===== src/hw/rtl/vspm_div_pipe.sv =====
// Pipelined restoring divider that retires one quotient bit per stage.
`timescale 1ns / 1ps

module vspm_div_pipe #(
   parameter int DEN_W = 16,
   parameter int QW    = 13,
   parameter int TAG_W = 1
) (
   input  logic                  clock,
   input  logic                  reset,
   input  logic                  en,
   input  logic                  in_valid,
   input  logic [DEN_W+QW-1:0]   in_num,
   input  logic [DEN_W-1:0]      den,
   input  logic [TAG_W-1:0]      in_tag,
   output logic                  out_valid,
   output logic [QW-1:0]         out_quot,
   output logic [TAG_W-1:0]      out_tag
);

   // The numerator must be below den * 2**QW, so the upper part starts as a
   // partial remainder below den. The low word shifts out numerator bits and
   // shifts in quotient bits.
   logic             valid_ff [0:QW];
   logic [TAG_W-1:0] tag_ff   [0:QW];
   logic [DEN_W-1:0] rem_ff   [0:QW-1];
   logic [QW-1:0]    lowq_ff  [0:QW];

   logic [DEN_W-1:0] rem_in   [0:QW-1];
   logic [QW-1:0]    lowq_in  [0:QW-1];

   always_comb begin
      logic [DEN_W:0] trial;
      logic           ge;
      for (int k = 0; k < QW; k++) begin
         trial = {rem_ff[k], lowq_ff[k][QW-1]};
         ge    = (trial >= {1'b0, den});
         rem_in[k]  = ge ? DEN_W'(trial - {1'b0, den}) : DEN_W'(trial);
         lowq_in[k] = {lowq_ff[k][QW-2:0], ge};
      end
   end

   always_ff @(posedge clock) begin
      if (reset) begin
         for (int k = 0; k <= QW; k++) begin
            valid_ff[k] <= 1'b0;
         end
      end else if (en) begin
         valid_ff[0] <= in_valid;
         for (int k = 0; k < QW; k++) begin
            valid_ff[k+1] <= valid_ff[k];
         end
      end
   end

   always_ff @(posedge clock) begin
      if (en) begin
         tag_ff[0]  <= in_tag;
         rem_ff[0]  <= in_num[DEN_W+QW-1:QW];
         lowq_ff[0] <= in_num[QW-1:0];
         for (int k = 0; k < QW; k++) begin
            tag_ff[k+1]  <= tag_ff[k];
            lowq_ff[k+1] <= lowq_in[k];
         end
         for (int k = 0; k < QW-1; k++) begin
            rem_ff[k+1] <= rem_in[k];
         end
      end
   end

   assign out_valid = valid_ff[QW];
   assign out_quot  = lowq_ff[QW];
   assign out_tag   = tag_ff[QW];

endmodule


===== config.mk =====
export PLATFORM = sky130hd
export DESIGN_NAME = vspm_div_pipe
export DESIGN_NICKNAME = d
export VERILOG_FILES = /design/src/hw/rtl/vspm_div_pipe.sv
export SDC_FILE = /design/constraint.sdc
export NUM_CORES = 1
export LEC_CHECK = 0
export BUFFER_PORTS_ARGS = -buffer_cell sky130_fd_sc_hd__buf_2
export CORE_MARGIN = 5
export CORE_UTILIZATION = 35
export DETAILED_ROUTE_END_ITERATION = 10
export SYNTH_ARGS = -nofsm -noshare
export SYNTH_HDL_FRONTEND = slang
export SYNTH_SLANG_ARGS = --single-unit

===== constraint.sdc =====
create_clock -name clock -period 2.8 [get_ports clock]
set_input_delay 0.14 -clock clock [delete_from_list [all_inputs] [get_ports clock]]
set_output_delay 0.14 -clock clock [all_outputs]
set_load 0.05 [all_outputs]

# After elaboration in Yosys (flattened, before gate mapping)
# Memories as Yosys holds them, arrays and structs flattened.
# Index checks and enable logic that the tools add are counted.
classes:
  n_addsub: 12
  order_cmp: 13
  muxes: 32
  bitwise: 14
op_table:
  columns: ["operator", "count"]
  rows:
  - ["$ge 17x16->1", 13]
  - ["$mux 16", 12]
  - ["$sub 16x16->16", 12]
  - ["$mux 1", 20]
  - ["$or 1x1->1", 14]
totals:
  register_bits: 0
  mem_bits_rw: 418
  inputBits: 50
  out_inout_bits: 15
  mem_count: 4
memory_table:
  columns: ["name", "depth", "width", "read_ports", "rd_ports_with_merged_regs", "write_ports", "line_no", "rtl"]
  rows:
  - ["rem_ff", 13, 16, 13, 0, 13, "26", "logic [DEN_W-1:0] rem_ff [0:QW-1];"]
  - ["lowq_ff", 14, 13, 14, 0, 14, "27", "logic [QW-1:0] lowq_ff [0:QW];"]
  - ["tag_ff", 14, 1, 14, 0, 14, "25", "logic [TAG_W-1:0] tag_ff [0:QW];"]
  - ["valid_ff", 14, 1, 14, 0, 14, "24", "logic valid_ff [0:QW];"]

# Longest topological paths before layout
logic_depth:
  ltp_word: 4
  depth_mapped: 12
  depth_no_buf: 11

# Worst setup path before layout
# Ideal clock, no wire load.
synth_path:
  kind: "input to register"
  from: "input port den[1]"
  to: "memory rem_ff[10][8] (netlist: rem_ff[1][40]), data pin"
  arrival_time_ns: 2.647
  path_slack_ns: -0.107
  cell_stages: 11
  path_buffers: 1
  path_cell_list: "inv_1 -> ha_1 -> nor2b_1 -> o31a_1 -> o31a_1 -> o41ai_2 -> o21ai_2 -> nor2_2 -> o221ai_4 -> buf_6 -> mux2_4"
synth_rtl:
  columns: ["item", "line_no", "rtl"]
  rows:
  - ["from (decl)", "14", "input logic [DEN_W-1:0] den,"]
  - ["to (decl)", "26", null]

==> results by group <==
Detailed routing
  • Remaining DRCs: 0
  • Detail Route Antenna Nets: 0
  • Via density: ~5.1
  • Iteration-0 DRC Markers: around 920
  • 1st-pass router iterations: 7
  • Wirelength per Cell: approximately 17 um
  • Via count: ~17000
  • WL final: 59600 um

Synth
  • Distinct cells, synth: 76
  • Mapped Cells: ~2000
  • Yosys reg bits: about 420
  • Syn_nets: 2250
  • Post-synth EDFFs: around 420
  • Synth async-reset ratio: 0%
  • Top_reg_cell synth: edfxtp_1
  • Post-synthesis sequential area ratio: 51.8%
  • Yosys warns: 0
  • Synthesized area per cell: around 12 um2
  • Synthesized area: 24200 um2

Cells and area
  • Commonest non-fill, non-tap cell in the layout: edfxtp_1
  • Fraction of layout cells with a size suffix above 1: just over 30%
  • Layout Cell Area excl Fill: between 30000 and 40000 um2
  • Area Overhead vs Synth: 31.8%
  • Commonest non-fill, non-tap cells in the layout: 418 x edfxtp_1, 335 x buf_4, 188 x ha_1
  • Final core utilization: between 40% and 50%
  • Final net count: around 2700
  • # diodes: 0

Setup path
  • Crit path kind: reg2reg
  • Startpoint types: flop
  • Reg2Reg Setup Slack: -40 ps
  • Req. time, crit path: 3140 ps
  • Setup crit end kind: flop
  • CP arrival: ~3200 ps
  • Critical-path maximum fanout: 14

STA
  • Shortest period the worst path allows: between 2000 and 3000 ps
  • Sum of negative setup slack: -511 ps
  • Pins Over Slew Limit: 0
  • Final Hold Viols: 0
  • Post-Route Skew: just under 20 ps
  • Slew @ Worst Pin: 525 ps
  • Setup ws final: -43.7 ps
  • # setup viols final: 25
  • Max Clk Rate: ~350 MHz
  • RSZ-0062 raised after global routing: yes
  • Slew HR: about 65%
  • Fin crit share: 102%

Floorplanning
  • Row count: 96
  • Chip Width: 273 um
  • Die height: about 270 um
  • I/O Pins: 65
  • Initial Util: 35.3%
  • Core Region: approximately 69000 um2
  • Die ar.: 74600 um2

Placed design
  • PortBufs: between 60 and 70
  • RePlAce Congestion: roughly 0.9
  • Pre-CTS WS: -331 ps
  • DP Area: between 20000 and 30000 um2
  • DPL Wire Length: between 40000 and 50000 um

Run status
  • Failing checks: negative setup slack
  • Outcome: complete, but fails checks

GRT
  • Number of global-route vias before repair: 17600
  • Grt total ovfl: 0
  • Largest net degree at the start of global routing: 63
  • First-pass GRT wire length: 92500 um
  • Total GRT Usage: roughly 15%
  • Antenna violations before repair: 0

Power and ir drop
  • Power Dens Cells: approximately 1100 nW/um2
  • Peak supply drop: around 750 uV
  • P_leak: 0.0131 uW
  • Overall power: approximately 36000 uW

CTS
  • CTS Buf Count: 50
  • H-tree depth: 2
  • Worst-skew pair later-pin latency: 590 ps
  • Root Buffer: clkbuf_16
  • Reg clk slew, reported paths: ~60 ps
  • Clk buf depth: 3
  • TritonCTS clock tree: built
  • Clock sinks: around 420

Flow run
  • Max-Cap Viols: 0

Min path
  • Hold Crit Class: in2reg
## cell usage after synthesis (5+ instances only)
cell | instances | area, um2
buf_4 | 15 | 113
inv_1 | 95 | 357
ha_1 | 208 | 2600
mux2_4 | 7 | 105
xor2_1 | 58 | 508
nor3_1 | 46 | 230
a311oi_1 | 5 | 43.8
fa_1 | 12 | 240
o21ai_0 | 99 | 495
clkbuf_1 | 16 | 60.1
mux2i_1 | 21 | 210
a21boi_0 | 10 | 75.1
nor2b_1 | 39 | 244
o22ai_1 | 9 | 56.3
a21oi_1 | 134 | 671
a31o_2 | 5 | 43.8
xnor2_1 | 79 | 692
nor2_1 | 118 | 443
and3_1 | 9 | 56.3
nand2b_1 | 28 | 175
edfxtp_1 | 418 | 12600
o21bai_1 | 7 | 52.6
o21ai_2 | 5 | 43.8
o31ai_1 | 13 | 97.6
nand3_1 | 25 | 125
o311ai_0 | 7 | 61.3
a211oi_1 | 12 | 90.1
mux2_2 | 120 | 1350
a211o_1 | 7 | 61.3
o211ai_1 | 8 | 60.1
o21a_1 | 34 | 255
or3_1 | 9 | 56.3
a31oi_1 | 20 | 125
a21o_1 | 54 | 405
o31a_1 | 10 | 87.6
nand4_1 | 30 | 188
nor4_1 | 10 | 62.6
or2_2 | 10 | 62.6
and2_1 | 19 | 119
nand2_1 | 74 | 278
## state kept, by name, summed over array words and instances (netlist names)
register / flops
rem_ff: 208
tag_ff: 14
lowq_ff: 182
valid_ff: 14
## metal layers
metal | track usage (%) | vias up | share of wire [%]
li1 | - | 8588 | -
met1 | 19.7 | 8415 | 44
met2 | 26.8 | 297 | 50
met3 | 2.06 | 112 | 3.4
met4 | 4.87 | 0 | 2.9
met5 | 0 | - | 0
## worst max-delay path, cell delays in order, from the launching register on
cell and delay (ps):
edfxtp_1 430, ha_4 240, nor2b_4 120, o31a_1 260, o31a_1 310, o41ai_4 370, o21ai_2 100, nor2_2 140
o221ai_4 150, buf_12 180, mux2_4 290
## area by class of cell
class                      count  area [um2]
clock inverter                38         632
clock buffer                  55        1310
multi-input combinational   1430       11900
tap                          931        1160
fill                        6170       36600
timing repair buffer         478        4060
inverter                      95         364
sequential                   418       12600
## metrics by stage
step | hold slack, ps | cells
after global placement | 316 | 3273
after global routing | 230 | 3445
after floorplan | 239 | 1980
after detailed placement | 318 | 3273
after CTS | 201 | 3412
final | 254 | 3445
## final timing paths
kind                                             endpoint                startpoint  cells past startpoint
worst max-delay path              rem_ff[1][44]$_DFFE_PP_   rem_ff[1][16]$_DFFE_PP_                     10
worst min register to register  lowq_ff[0][103]$_DFFE_PP_  lowq_ff[0][89]$_DFFE_PP_                      0
worst min-delay path               rem_ff[0][0]$_DFFE_PP_                in_num[13]                      2
worst max register to register    rem_ff[1][44]$_DFFE_PP_   rem_ff[1][16]$_DFFE_PP_                     10
## power by group
group	switching [uW]	internal, uW
combinational	8180	9690
sequential	993	9450
clock	2750	4800
## timing repair
item | CTS | global route
resized for setup | 37 | 134
cloned | 1 | 2
pin swaps | 12 | 40
setup buffers | 12 | 33
hold buffers | 33 | 0
endpoints found under the hold margin | 53 | 0
setup endpoints to repair | 106 | 181
## cell families (layout without fill, tap and decap cells)
| group | count (synthesis) | in the layout | synth area share [%] |
|---|---|---|---|
| adder cells (fa/ha/maj) | 220 | 220 | 11.7 |
| AO/OA/AOI/OAI | 482 | 483 | 12.9 |
| XOR/XNOR | 137 | 137 | 4.95 |
| AND/OR/NAND/NOR | 442 | 442 | 9.29 |
| multiplexers | 148 | 148 | 6.88 |
| flip-flops | 418 | 418 | 51.8 |
| buffers and inverters | 133 | 666 | 2.41 |
(Power assumes the default switching activity.)
